File: src/hdl/conv2d_3x3_zero_pad_stream_top_macros.svh
// Assertion helpers used by the block's job queue.
// Each expects clk and arst_n in scope.
`ifndef CONV2D_3X3_ZERO_PAD_STREAM_TOP_MACROS_SVH
`define CONV2D_3X3_ZERO_PAD_STREAM_TOP_MACROS_SVH
`ifndef SYNTHESIS
`define C2DZP_AST_IMP(lbl, ante, cons, msg) \
	lbl: assert property (@(posedge clk) disable iff (!arst_n) (ante) |-> (cons)) \
	else $error(msg);
`define C2DZP_AST_NXT(lbl, ante, cons, msg) \
	lbl: assert property (@(posedge clk) disable iff (!arst_n) (ante) |=> (cons)) \
	else $error(msg);
`else
`define C2DZP_AST_IMP(lbl, ante, cons, msg)
`define C2DZP_AST_NXT(lbl, ante, cons, msg)
`endif
`endif

File: src/hdl/c2dzp_pkg.sv
`default_nettype none
package c2dzp_pkg;
	localparam int MAX_WIDTH  = 1024;
	localparam int MAX_HEIGHT = 1024;
	localparam int ADDR_W     = $clog2(MAX_WIDTH);
	localparam int EW_W       = $clog2(MAX_WIDTH + 1);
	localparam int ROW_W      = $clog2(MAX_HEIGHT);
	localparam int EH_W       = $clog2(MAX_HEIGHT + 1);
	localparam int DIM_W      = 11;
	localparam int PIX_W      = 8;
	localparam int TAP_W      = 24;
	localparam int TAPS       = 9;
	localparam int RES_W      = 20;
	localparam int CNT_W      = 21;
	localparam int DIV_W      = 11;
	localparam int CFG_W      = 24;
	localparam int CFG_IDX_W  = 3;
	localparam int STEP_W     = $clog2(RES_W);
	localparam int TIDX_W     = $clog2(TAPS);

	typedef enum logic [CFG_IDX_W-1:0] {
		REG_KROW_TOP    = 3'd0,
		REG_KROW_MIDDLE = 3'd1,
		REG_KROW_BOTTOM = 3'd2,
		REG_NORMALIZE   = 3'd3,
		REG_COLOR       = 3'd4,
		REG_WIDTH       = 3'd5,
		REG_HEIGHT      = 3'd6
	} cfg_reg_t;

	typedef struct packed {
		logic [TAPS-1:0][TAP_W-1:0] taps;
		logic                       frame_last;
	} job_t;

	typedef struct packed {
		logic [2:0][CFG_W-1:0] krows;
		logic                  norm;
		logic                  color;
	} back_cfg_t;

	function automatic logic signed [7:0] coef_at(input logic [2:0][CFG_W-1:0] krows,
			input logic [TIDX_W-1:0] idx);
		logic signed [7:0] c;
		case (idx)
			4'd0: c = krows[0][7:0];
			4'd1: c = krows[0][15:8];
			4'd2: c = krows[0][23:16];
			4'd3: c = krows[1][7:0];
			4'd4: c = krows[1][15:8];
			4'd5: c = krows[1][23:16];
			4'd6: c = krows[2][7:0];
			4'd7: c = krows[2][15:8];
			4'd8: c = krows[2][23:16];
			default: c = '0;
		endcase
		return c;
	endfunction

	function automatic logic [DIV_W-1:0] div_total(input logic [2:0][CFG_W-1:0] krows);
		logic [DIV_W-1:0] t;
		logic signed [7:0] k;
		t = '0;
		for (int i = 0; i < TAPS; i++) begin
			k = coef_at(krows, TIDX_W'(i));
			if (k > 0)
				t = t + DIV_W'(k);
		end
		return (t == '0) ? DIV_W'(1) : t;
	endfunction
endpackage
`default_nettype wire

File: src/hdl/c2dzp_jobq.sv
`default_nettype none
`include "conv2d_3x3_zero_pad_stream_top_macros.svh"
module c2dzp_jobq import c2dzp_pkg::*; (
	input  logic clk,
	input  logic arst_n,
	input  job_t wr_job,
	input  logic wr_en,
	output logic full,
	output job_t rd_job,
	input  logic rd_en,
	output logic empty
);
	job_t       mem_q [2];
	logic       wr_ptr_q, rd_ptr_q;
	logic [1:0] count_q;

	assign full   = (count_q == 2'd2);
	assign empty  = (count_q == 2'd0);
	assign rd_job = mem_q[rd_ptr_q];

	always_ff @(posedge clk) begin
		if (wr_en && !full)
			mem_q[wr_ptr_q] <= wr_job;
	end

	always_ff @(posedge clk or negedge arst_n) begin
		if (!arst_n) begin
			wr_ptr_q <= 1'b0;
			rd_ptr_q <= 1'b0;
			count_q  <= '0;
		end else begin
			if (wr_en && !full)
				wr_ptr_q <= !wr_ptr_q;
			if (rd_en && !empty)
				rd_ptr_q <= !rd_ptr_q;
			count_q <= count_q + 2'((wr_en && !full) ? 1 : 0) - 2'((rd_en && !empty) ? 1 : 0);
		end
	end

	`C2DZP_AST_IMP(a_no_push_full, full, !wr_en, "job pushed into a full queue")
	`C2DZP_AST_IMP(a_no_pop_empty, empty, !rd_en, "job taken from an empty queue")
	`C2DZP_AST_NXT(a_ptr_count, (count_q == 2'd0 || count_q == 2'd2),
		(wr_ptr_q == rd_ptr_q) || (count_q == 2'd1), "queue pointers disagree with count")
endmodule
`default_nettype wire

File: config.mk
export PLATFORM = sky130hd
export DESIGN_NAME = c2dzp_jobq
export DESIGN_NICKNAME = d
export VERILOG_FILES = /design/src/hdl/c2dzp_pkg.sv /design/src/hdl/c2dzp_jobq.sv
export VERILOG_INCLUDE_DIRS = /design/src /design/src/hdl
export SDC_FILE = /design/constraint.sdc
export NUM_CORES = 1
export LEC_CHECK = 0
export BUFFER_PORTS_ARGS = -buffer_cell sky130_fd_sc_hd__buf_2
export CORE_MARGIN = 2
export CORE_UTILIZATION = 45
export CTS_CLUSTER_DIAMETER = 100
export DETAILED_ROUTE_END_ITERATION = 10
export PLACE_DENSITY = 0.73
export SETUP_SLACK_MARGIN = 0.4
export SYNTH_ARGS = -nofsm -noshare
export SYNTH_HDL_FRONTEND = slang
export SYNTH_SLANG_ARGS = --single-unit
File: constraint.sdc
create_clock -name clk -period 9.8 [get_ports clk]
set_input_delay 0 -clock clk [delete_from_list [all_inputs] [get_ports clk]]
set_output_delay 0 -clock clk [all_outputs]
set_load 0.01 [all_outputs]
==> tab_implementation.tex <==
\begin{tabular}{lr}
\hline
Metric & Value \\
\hline
\multicolumn{2}{l}{\textbf{Flow run}} \\
\quad Max-cap violation count & 0 \\
\multicolumn{2}{l}{\textbf{Cells and area}} \\
\quad Layout Utilization & 62.9\% \\
\quad Most frequent cells in the layout & sky130\_fd\_sc\_hd\_\_buf\_2, sky130\_fd\_sc\_hd\_\_edfxtp\_1, sky130\_fd\_sc\_hd\_\_dlygate4sd3\_1 \\
\quad Multi-input combinational cell area & 2920 um\^{}2 \\
\quad Share of layout cells above drive strength 1 & 51.0\% \\
\quad Layout overhead on the synthesized area & 37.3\% \\
\quad FF/Latch Area & 13100 um\^{}2 \\
\quad Filler Cells Inserted & 2405 \\
\quad Commonest non-fill, non-tap cell in the layout & sky130\_fd\_sc\_hd\_\_buf\_2 \\
\quad Number of nets in the layout & 1606 \\
\multicolumn{2}{l}{\textbf{Floorplan}} \\
\quad Width of the chip & 194 um \\
\quad Overall die height & a little under 200 um \\
\quad Area enclosed by the die boundary & 37700 um\^{}2 \\
\quad Number of top-level pins & between 400 and 500 \\
\quad Initial Util & 45.8\% \\
\quad Floorplan Core Area & approximately 36000 um\^{}2 \\
\quad Cell row count & about 70 \\
\multicolumn{2}{l}{\textbf{Routing}} \\
\quad Initial drt markers & 496 \\
\quad Number of detailed-route iterations in the first pass & 4 \\
\quad Overall routed net length & approximately 37 mm \\
\quad Routed wirelength normalized by instance count & between 15 and 20 um \\
\quad Vias per Instance & 4.86 \\
\quad Count of unresolved DRC violations after routing & 0 \\
\quad Vias after detailed routing & slightly above 9k \\
\quad Final antenna-violating net count & 0 \\
\multicolumn{2}{l}{\textbf{Clock tree}} \\
\quad Post-CTS clock slew at the launch and capture registers of the worst setup and hold paths & about 0.060 ns \\
\quad Post-CTS Setup Repair Bufs & 0 \\
\quad Buffer cell driving the clock tree root & sky130\_fd\_sc\_hd\_\_clkbuf\_16 \\
\quad Post-cts sizing count & 0 \\
\quad Clock tree from TritonCTS & done \\
\quad Num CTS Buffers & 43 \\
\quad Hold Buf Count CTS & 221 \\
\quad Total number of clock tree sinks & 438 \\
\quad Clock latency of the later-clocked register in the worst-skew pair & 0.53 ns \\
\quad H-tree Lvls & 2 \\
\quad Clock tree buffer depth & 3 \\
\multicolumn{2}{l}{\textbf{Synthesis}} \\
\quad Portion of the post-synthesis area used by sequential elements & 80.6\% \\
\quad Mean instance size in the synthesized netlist & 23.5 um\^{}2 \\
\quad Netlist area before placement & 16300 um\^{}2 \\
\quad Net count of the mapped netlist & 916 \\
\quad Post-synthesis cell count & 693 \\
\quad Number of synthesis warnings & 0 \\
\quad Count of unique library cells instantiated by Yosys & 17 \\
\quad Number of register bits inferred by synthesis & between 400 and 500 \\
\multicolumn{2}{l}{\textbf{Place}} \\
\quad DP HPWL & 23.0 mm \\
\quad Number of port buffers & $\sim$440 \\
\quad Weighted congestion reported at the end of routability-driven placement & 0.772 \\
\multicolumn{2}{l}{\textbf{GRT}} \\
\quad Maximum number of pins on one net before global-route repair & between 70 and 80 \\
\quad Sum of overflow across all layers after global routing & 0 \\
\quad Antenna violations before repair & 4 \\
\quad First-pass GRT wire length & around 56 mm \\
\quad GRT Util Overall & approximately a fifth \\
\quad Number of global-route vias before repair & 9829 \\
\multicolumn{2}{l}{\textbf{Timing}} \\
\quad Worst relative slew slack & 30.5\% \\
\quad Final Setup Violations & 0 \\
\quad Transition at the pin with the smallest max-transition slack & 1.04 ns \\
\quad Highest clock frequency the design can meet & 0.269 GHz \\
\quad Count of pins over their slew limit & 0 \\
\quad Clock period minus final worst setup slack & between 3 and 4 ns \\
\quad Total count of hold-check failures in the final report & 0 \\
\quad Post-Route Setup TNS & 0 ns \\
\quad Unrepaired setup endpoints after global routing & false \\
\quad Portion of the clock cycle consumed by the worst path in the final layout & between 30\% and 40\% \\
\quad Post-route clock skew & between 0.01 and 0.015 ns \\
\multicolumn{2}{l}{\textbf{Critical path}} \\
\quad Class of the most critical setup path & reg -> out \\
\quad Register-to-Register Path Depth & 5 \\
\quad Critical Path Slowest Stage Cell & sky130\_fd\_sc\_hd\_\_dfrtp\_4 \\
\quad Dominant cell type by count on the critical path & sky130\_fd\_sc\_hd\_\_buf\_4 \\
\quad Largest fanout of any net on the critical path & 66 \\
\quad Crit-path cells & buf\_4, buf\_4, mux2\_2, buf\_2 \\
\quad Register-to-Register Setup Slack & 6.39 ns \\
\quad CP Capture Type & primary output \\
\quad Max incr delay on CP & 0.95 ns \\
\quad Worst endpoint data arrival time & 3.72 ns \\
\quad Worst reg2reg path startpoint & count\_q[0] \\
\quad Required time reported for the critical path endpoint & about 9.8 ns \\
\quad Critical Path Source Type & flop \\
\quad End of the worst register-to-register path & mem\_q[0][136] \\
\multicolumn{2}{l}{\textbf{Worst hold path}} \\
\quad Worst Hold End & mem\_q[1][48] \\
\quad Startpoint of the tightest hold check path & wr\_job[48] \\
\quad Cell depth of the worst min-delay path & 2 \\
\quad Hold Crit Class & in -> reg \\
\multicolumn{2}{l}{\textbf{Pwr}} \\
\quad Static Leakage & 8.72 nW \\
\quad Power density relative to cell area & 274 nW/um\^{}2 \\
\quad Worst vdd ir & 0.173 mV \\
\multicolumn{2}{l}{\textbf{Outcome}} \\
\quad Run status & finished clean \\
\hline
\end{tabular}
-- registers in the layout, summed over array words and instances (netlist names) --
signal,flops
count_q,2
mem_q,434
rd_ptr_q,1
wr_ptr_q,1
-- power by group --
group          internal (mW)  switching [mW]  leakage [nW]
logic                  0.931            1.00          4.03
registers               2.57           0.149          4.08
clock network          0.833           0.642         0.610
-- through the flow --
step	instance area (um^2)	power, mW	hold WS (ns)	worst slack (ns)	cells
6_report	22400	6.12	0.194	6.08	1876
5_1_grt	22400	6.39	0.178	5.88	1876
4_1_cts	22400	6.16	0.159	5.99	1874
3_5_place_dp	18900	4.62	-0.157	6.31	1578
2_1_floorplan	16300	4.05	-0.296	3.09	693
3_3_place_gp	18900	4.59	-0.164	6.36	1578
-- cells in the mapped netlist --
cell type | number | share of area (%)
sky130_fd_sc_hd__and3_1 | 1 | 0.038
sky130_fd_sc_hd__buf_2 | 10 | 0.31
sky130_fd_sc_hd__buf_4 | 2 | 0.092
sky130_fd_sc_hd__buf_6 | 2 | 0.14
sky130_fd_sc_hd__buf_8 | 10 | 0.92
sky130_fd_sc_hd__dfrtp_1 | 4 | 0.61
sky130_fd_sc_hd__edfxtp_1 | 434 | 80
sky130_fd_sc_hd__ha_1 | 2 | 0.15
sky130_fd_sc_hd__inv_1 | 2 | 0.046
sky130_fd_sc_hd__mux2_2 | 117 | 8.1
sky130_fd_sc_hd__mux2_4 | 100 | 9.2
sky130_fd_sc_hd__nand2_1 | 1 | 0.023
sky130_fd_sc_hd__nand2b_1 | 1 | 0.038
sky130_fd_sc_hd__nor2_1 | 2 | 0.046
sky130_fd_sc_hd__nor2b_1 | 1 | 0.038
sky130_fd_sc_hd__xnor2_1 | 3 | 0.16
sky130_fd_sc_hd__xor2_1 | 1 | 0.054
-- per-layer routing --
layer	wire length [um]	up-vias	track usage (%)
met1	14200	4462	22.4
li1	-	4146	-
met4	993	0	6.45
met3	3020	63	5.64
met2	18700	447	33.4
met5	0	-	0
-- worst max-delay path: cells and delay by family, from the launching register on --
family	cells	cell delay (ns)
DFF	1	0.95
muxes	1	0.41
buffers and inverters	3	1.74
-- layout make-up --
class | instances | share of cell area, %
antenna | 2 | 0.0224
clock buffer | 56 | 5.03
clock inverter | 19 | 0.520
inverter | 2 | 0.0336
multi-input combinational | 229 | 13.1
sequential | 438 | 58.7
tap | 461 | 2.58
timing repair buffer | 669 | 20.0
-- cells by family after synthesis --
family | Yosys count | share of synthesized area, %
adders and majority gates | 2 | 0.154
DFF | 438 | 80.6
buffers and inverters | 26 | 1.51
muxes | 217 | 17.3
xor gates and xnor gates | 4 | 0.215
and+or+nand+nor | 6 | 0.184
-- how the worst max path moves through the flow --
stage	from	to	slack, ns	cells after the start
after floorplan	count_q[1]	mem_q[0][0]	3.09	3
after global placement	count_q[1]	mem_q[0][46]	6.36	5
after detailed placement	count_q[0]	mem_q[0][46]	6.31	5
after CTS	rd_ptr_q	rd_job[206]	5.99	4
after global routing	rd_ptr_q	rd_job[3]	5.88	4
final	rd_ptr_q	rd_job[206]	6.08	4
(Power assumes the default switching activity.)
