[config.mk]
export PLATFORM = sky130hd
export DESIGN_NAME = c2dzp_back
export DESIGN_NICKNAME = d
export VERILOG_FILES = /design/src/hdl/conv2d_3x3_zero_pad_stream_top_macros.svh /design/src/hdl/c2dzp_pkg.sv /design/src/hdl/c2dzp_back.sv
export SDC_FILE = /design/constraint.sdc
export NUM_CORES = 2
export LEC_CHECK = 0
export BUFFER_PORTS_ARGS = -buffer_cell sky130_fd_sc_hd__buf_2
export CAP_MARGIN = 5
export CORE_ASPECT_RATIO = 0.9
export CORE_MARGIN = 2
export CORE_UTILIZATION = 55
export CTS_CLUSTER_DIAMETER = 100
export DETAILED_ROUTE_END_ITERATION = 7
export PLACE_DENSITY_LB_ADDON = 0.05
export SYNTH_ARGS = -nofsm -noshare
export SYNTH_HDL_FRONTEND = slang
export SYNTH_SLANG_ARGS = --single-unit
export TNS_END_PERCENT = 30
[constraint.sdc]
create_clock -name clk -period 11.7 [get_ports clk]
set_input_delay 1.755 -clock clk [delete_from_list [all_inputs] [get_ports clk]]
set_output_delay 1.755 -clock clk [all_outputs]
set_load 0.01 [all_outputs]
[src/hdl/conv2d_3x3_zero_pad_stream_top_macros.svh]
// Assertion helpers used by the block's job queue.
// Each expects clk and arst_n in scope.
`ifndef CONV2D_3X3_ZERO_PAD_STREAM_TOP_MACROS_SVH
`define CONV2D_3X3_ZERO_PAD_STREAM_TOP_MACROS_SVH
`ifndef SYNTHESIS
`define C2DZP_AST_IMP(lbl, ante, cons, msg) \
	lbl: assert property (@(posedge clk) disable iff (!arst_n) (ante) |-> (cons)) \
	else $error(msg);
`define C2DZP_AST_NXT(lbl, ante, cons, msg) \
	lbl: assert property (@(posedge clk) disable iff (!arst_n) (ante) |=> (cons)) \
	else $error(msg);
`else
`define C2DZP_AST_IMP(lbl, ante, cons, msg)
`define C2DZP_AST_NXT(lbl, ante, cons, msg)
`endif
`endif

[src/hdl/c2dzp_pkg.sv]
`default_nettype none
package c2dzp_pkg;
	localparam int MAX_WIDTH  = 1024;
	localparam int MAX_HEIGHT = 1024;
	localparam int ADDR_W     = $clog2(MAX_WIDTH);
	localparam int EW_W       = $clog2(MAX_WIDTH + 1);
	localparam int ROW_W      = $clog2(MAX_HEIGHT);
	localparam int EH_W       = $clog2(MAX_HEIGHT + 1);
	localparam int DIM_W      = 11;
	localparam int PIX_W      = 8;
	localparam int TAP_W      = 24;
	localparam int TAPS       = 9;
	localparam int RES_W      = 20;
	localparam int CNT_W      = 21;
	localparam int DIV_W      = 11;
	localparam int CFG_W      = 24;
	localparam int CFG_IDX_W  = 3;
	localparam int STEP_W     = $clog2(RES_W);
	localparam int TIDX_W     = $clog2(TAPS);

	typedef enum logic [CFG_IDX_W-1:0] {
		REG_KROW_TOP    = 3'd0,
		REG_KROW_MIDDLE = 3'd1,
		REG_KROW_BOTTOM = 3'd2,
		REG_NORMALIZE   = 3'd3,
		REG_COLOR       = 3'd4,
		REG_WIDTH       = 3'd5,
		REG_HEIGHT      = 3'd6
	} cfg_reg_t;

	typedef struct packed {
		logic [TAPS-1:0][TAP_W-1:0] taps;
		logic                       frame_last;
	} job_t;

	typedef struct packed {
		logic [2:0][CFG_W-1:0] krows;
		logic                  norm;
		logic                  color;
	} back_cfg_t;

	function automatic logic signed [7:0] coef_at(input logic [2:0][CFG_W-1:0] krows,
			input logic [TIDX_W-1:0] idx);
		logic signed [7:0] c;
		case (idx)
			4'd0: c = krows[0][7:0];
			4'd1: c = krows[0][15:8];
			4'd2: c = krows[0][23:16];
			4'd3: c = krows[1][7:0];
			4'd4: c = krows[1][15:8];
			4'd5: c = krows[1][23:16];
			4'd6: c = krows[2][7:0];
			4'd7: c = krows[2][15:8];
			4'd8: c = krows[2][23:16];
			default: c = '0;
		endcase
		return c;
	endfunction

	function automatic logic [DIV_W-1:0] div_total(input logic [2:0][CFG_W-1:0] krows);
		logic [DIV_W-1:0] t;
		logic signed [7:0] k;
		t = '0;
		for (int i = 0; i < TAPS; i++) begin
			k = coef_at(krows, TIDX_W'(i));
			if (k > 0)
				t = t + DIV_W'(k);
		end
		return (t == '0) ? DIV_W'(1) : t;
	endfunction
endpackage
`default_nettype wire

[src/hdl/c2dzp_back.sv]
`default_nettype none
module c2dzp_back import c2dzp_pkg::*; (
	input  logic             clk,
	input  logic             arst_n,
	input  back_cfg_t        cfg,
	input  job_t             job,
	input  logic             job_empty,
	output logic             job_pop,
	output logic             empty,
	input  logic             pop,
	output logic [RES_W-1:0] result_ch0,
	output logic [RES_W-1:0] result_ch1,
	output logic [RES_W-1:0] result_ch2,
	output logic             frame_last
);
	typedef enum logic [4:0] {
		B_IDLE = 5'b00001, B_MAC = 5'b00010, B_PREP = 5'b00100,
		B_DIV = 5'b01000, B_OUT = 5'b10000
	} bstate_t;

	bstate_t                      state_q;
	logic [TAPS-1:0][TAP_W-1:0]   taps_q;
	logic                         last_q, out_valid_q;
	logic [TIDX_W-1:0]            tidx_q;
	logic [STEP_W-1:0]            step_q;
	logic [DIV_W-1:0]             divisor_q;
	logic signed [RES_W-1:0]      acc_q [3];
	logic [RES_W-1:0]             quo_q [3];
	logic [DIV_W-1:0]             rem_q [3];
	logic                         neg_q [3];
	logic [RES_W-1:0]             res [3];
	logic signed [7:0]            coef;
	logic signed [16:0]           prod [3];
	logic [DIV_W:0]               trial [3];
	logic                         ge [3];
	logic                         out_load;

	assign coef     = coef_at(cfg.krows, tidx_q);
	assign job_pop  = (state_q == B_IDLE) && !job_empty;
	assign out_load = (state_q == B_OUT) && (!out_valid_q || pop);
	assign empty    = !out_valid_q;

	always_comb begin
		for (int c = 0; c < 3; c++) begin
			prod[c]  = coef * $signed({1'b0, taps_q[tidx_q][c*PIX_W +: PIX_W]});
			trial[c] = {rem_q[c], quo_q[c][RES_W-1]};
			ge[c]    = trial[c] >= {1'b0, divisor_q};
			if (cfg.norm)
				res[c] = neg_q[c] ? -quo_q[c] : quo_q[c];
			else
				res[c] = acc_q[c];
			if (c != 0 && !cfg.color)
				res[c] = '0;
		end
	end

	always_ff @(posedge clk) begin
		if (job_pop) begin
			taps_q <= job.taps;
			last_q <= job.frame_last;
		end
		for (int c = 0; c < 3; c++) begin
			if (job_pop)
				acc_q[c] <= '0;
			else if (state_q == B_MAC)
				acc_q[c] <= acc_q[c] + RES_W'(prod[c]);
			if (state_q == B_PREP) begin
				neg_q[c] <= acc_q[c] < 0;
				quo_q[c] <= (acc_q[c] < 0) ? RES_W'(-acc_q[c]) : RES_W'(acc_q[c]);
				rem_q[c] <= '0;
			end else if (state_q == B_DIV) begin
				rem_q[c] <= ge[c] ? DIV_W'(trial[c] - {1'b0, divisor_q}) : trial[c][DIV_W-1:0];
				quo_q[c] <= {quo_q[c][RES_W-2:0], ge[c]};
			end
		end
		if (out_load) begin
			result_ch0 <= res[0];
			result_ch1 <= res[1];
			result_ch2 <= res[2];
			frame_last <= last_q;
		end
	end

	always_ff @(posedge clk or negedge arst_n) begin
		if (!arst_n) begin
			state_q     <= B_IDLE;
			tidx_q      <= '0;
			step_q      <= '0;
			out_valid_q <= 1'b0;
			divisor_q   <= DIV_W'(1);
		end else begin
			divisor_q <= div_total(cfg.krows);
			if (out_load)
				out_valid_q <= 1'b1;
			else if (pop)
				out_valid_q <= 1'b0;
			unique case (state_q)
				B_IDLE: begin
					if (job_pop) begin
						tidx_q  <= '0;
						state_q <= B_MAC;
					end
				end
				B_MAC: begin
					tidx_q <= tidx_q + TIDX_W'(1);
					if (tidx_q == TIDX_W'(TAPS - 1))
						state_q <= B_PREP;
				end
				B_PREP: begin
					step_q  <= '0;
					state_q <= cfg.norm ? B_DIV : B_OUT;
				end
				B_DIV: begin
					step_q <= step_q + STEP_W'(1);
					if (step_q == STEP_W'(RES_W - 1))
						state_q <= B_OUT;
				end
				B_OUT: begin
					if (out_load)
						state_q <= B_IDLE;
				end
				default: state_q <= B_IDLE;
			endcase
		end
	end
endmodule
`default_nettype wire

==> flow_summary.json <==
{
  "drc_errors": 0,
  "worst_pin_slew_ns": 1.193,
  "clock_skew_ns": 0.03621,
  "ctsHoldBuffers": 0,
  "die_x_um": 270.2,
  "wire_per_inst_um": 20.64,
  "slowest_stage": "or4_4",
  "hold_path_class": "reg -> reg",
  "crit_type": "in -> reg",
  "fmax_mhz": 90.01,
  "overflow": 0,
  "synth-warning-count": 0,
  "end_kind": "flip-flop",
  "globalplace.congestion": 0.9504,
  "cts_sinks": 460,
  "final-hold-violation-count": 0,
  "ys_seq_area_share_pct": 39.01,
  "fin_crit_sh_pct": 94.96,
  "synthCells": 3337,
  "required_ns": 12.20,
  "min_period_ns": 11.11,
  "chipHeight_um": 243.6,
  "max-slew-margin-rel_pct": 19.85,
  "hold_ws_ns": 0.4247,
  "coreArea_mm2": 0.06292,
  "ys_ff_latch": 460,
  "antenna_found_initial": 19,
  "yosys.area_share.simple_pct": 12.89,
  "fp.dieArea_mm2": 0.06582,
  "synthXorXnorAreaFrac_pct": 5.742,
  "ys_types": 79,
  "crit_arrival_ns": 11.61,
  "drt_iter0_markers": 2208,
  "initial_core_util_pct": 55.76,
  "utilization_pct": 63.32,
  "yosys.area_share.adder_pct": 20.07,
  "dp_hpwl_um": 72920,
  "synthToLayoutAreaGrowth_pct": 13.57,
  "layout.nets": 4463,
  "postSynth.asyncResetShare_pct": 5.652,
  "clk_latency_ns": 0.60,
  "synth_ff_type": "edfxtp_1",
  "max_stage_delay_ns": 0.54,
  "cts.path.max_buffers": 3,
  "synthesis.nets": 4097,
  "cap_violations": 0,
  "portBuffers": 357,
  "synth_compound_area_share_pct": 12.37,
  "synth_edf_count": 434,
  "num_vias": 26780,
  "ioPinCount": 358,
  "routed_via_density": 5.826,
  "grt_pass1_vias": 26420,
  "first_pass_iters": 8,
  "layout-drive-gt1-share_pct": 17.42,
  "path_delay_family": "compound AO/OA/AOI/OAI gates",
  "fin_tns_setup_ns": 0,
  "finalInstanceArea_mm2": 0.03984,
  "routed_wl_um": 94900,
  "postPlaceCellArea_mm2": 0.03811,
  "synth_mux_area_share_pct": 5.182,
  "ant_nets": 0,
  "cp_max_fo": 4,
  "worst-path-buf-inv": 3,
  "htreeDepth": 2,
  "clk_pin_slew_worst_paths_ns": 0.06,
  "tritoncts": "yes",
  "cp-start-kind": "input pin",
  "synth_top_family_by_area": "adder cells",
  "status": "complete, no violations",
  "grt_max_degree": 216,
  "syn_avg_cell_area_um2": 10.51,
  "cts_made_buffers": 50,
  "finalMaxSlewViolations": 0,
  "rows": 87,
  "setup_viol": 0,
  "cts_root_buf": "clkbuf_16",
  "grt_use_total_pct": 28.73,
  "netlist_area_mm2": 0.03508,
  "grt_pass1_wl_um": 148400
}
## through the flow
step / instances / setup WS, ns
CTS: 4585 / 0.4471
global route: 4593 / -0.07844
detailed placement: 4493 / -0.1694
global placement: 4493 / 0.1751
floorplan: 3337 / 0.7088
finish: 4597 / 0.5901
## layer usage
| layer | track usage, % | vias to the layer above | share of wire, % |
|---|---|---|---|
| met5 | 0 | - | 0.14 |
| met2 | 42.62 | 1003 | 43 |
| met1 | 42.84 | 12920 | 46 |
| met4 | 8.287 | 20 | 2.6 |
| met3 | 5.717 | 162 | 8.0 |
| li1 | - | 12670 | - |
## flip-flops by register name (all words and copies together), names as in the netlist, 5 cells and up
name        flops
taps_q        216
acc_q          60
quo_q          60
rem_q          33
result_ch0     20
result_ch1     20
result_ch2     20
divisor_q      11
state_q         5
step_q          5
## worst register-to-register path, delay by kind of cell (launching register included)
| kind | cells | cell delay [ns] |
|---|---|---|
| buffers and inverters | 5 | 0.66 |
| XOR/XNOR | 1 | 0.19 |
| AND/OR/NAND/NOR | 2 | 0.17 |
| adder cells (fa/ha/maj) | 8 | 3.38 |
| AO/OA/AOI/OAI | 12 | 3.06 |
| flip-flops | 1 | 0.62 |
## path summary, 6_finish.rpt
kind / slack [ns] / depth (start not counted) / startpoint / to
min in group asynchronous: 1.22 / 1 / arst_n / state_q[4]
max in group asynchronous: 9.95 / 1 / arst_n / tidx_q[0]
max reg2reg: 3.38 / 28 / tidx_q[0] / acc_q[0][18]
min reg2reg: 0.42 / 0 / last_q / frame_last
max: 0.59 / 50 / cfg[15] / divisor_q[0]
min: 0.42 / 0 / last_q / frame_last
## area by class of cell
class | instances | area (um^2)
Inverter | 318 | 1195
Tap cell | 845 | 1057
Timing Repair Buffer | 435 | 2387
Clock inverter | 32 | 215.2
Multi-Input combinational cell | 2438 | 19970
Fill cell | 5179 | 23080
Clock buffer | 60 | 1299
Sequential cell | 460 | 13690
Antenna cell | 9 | 22.52
## kinds of logic (layout without fill, tap and decap cells)
group | Yosys count | in the layout
AND/OR/NAND/NOR | 972 | 972
AO/OA/AOI/OAI | 648 | 648
adder cells (fa/ha/maj) | 465 | 465
flip-flops | 460 | 460
buffers and inverters | 439 | 845
XOR/XNOR | 230 | 230
multiplexers | 122 | 122
other | 1 | 10
## layout by cell type (no fill, tap or decap), types with 106 or more instances in the layout
cell type and instances:
inv_1 315, fa_1 163, xor2_1 122, buf_2 356
o21ai_0 162, xnor2_1 106, a21oi_1 118, edfxtp_1 434
nor2_1 269, ha_1 300, nand2_1 337
## synthesized netlist by cell type (all sizes together), types with 11 or more instances
cell type | instances | share of area (%)
edfxtp | 434 | 37
and2 | 31 | 0.55
o21bai | 13 | 0.28
mux4 | 46 | 3.0
nand4 | 16 | 0.29
xor2 | 122 | 3.0
o31ai | 50 | 1.1
o41ai | 19 | 0.50
nand2b | 49 | 0.87
or4 | 21 | 0.46
mux2i | 59 | 1.7
a211oi | 13 | 0.28
dfrtp | 24 | 1.7
xnor2 | 108 | 2.7
nor4 | 17 | 0.30
a21oi | 124 | 1.8
or2 | 20 | 0.36
o21ai | 181 | 2.6
nor2b | 54 | 0.96
clkbuf | 87 | 0.93
mux2 | 17 | 0.55
o211a | 38 | 1.1
nand3 | 44 | 0.63
inv | 317 | 3.4
or3 | 17 | 0.30
nor3 | 53 | 0.76
a21o | 43 | 0.92
o21a | 17 | 0.36
a22oi | 20 | 0.43
o211ai | 11 | 0.24
fa | 163 | 9.3
nand2 | 337 | 3.6
a31oi | 23 | 0.41
nor2 | 270 | 2.9
and3 | 18 | 0.32
a21boi | 12 | 0.26
ha | 302 | 11
buf | 34 | 0.39
## repair_timing
| action | CTS | global route |
|---|---|---|
| setup buffers | 0 | 3 |
| gates resized for setup | 0 | 35 |
| endpoints found under the setup margin | 0 | 2 |
| endpoints found under the hold margin | 0 | 0 |
Power is not shown: default switching activity piles up to over one toggle a cycle in this logic, so the estimate is an artifact.
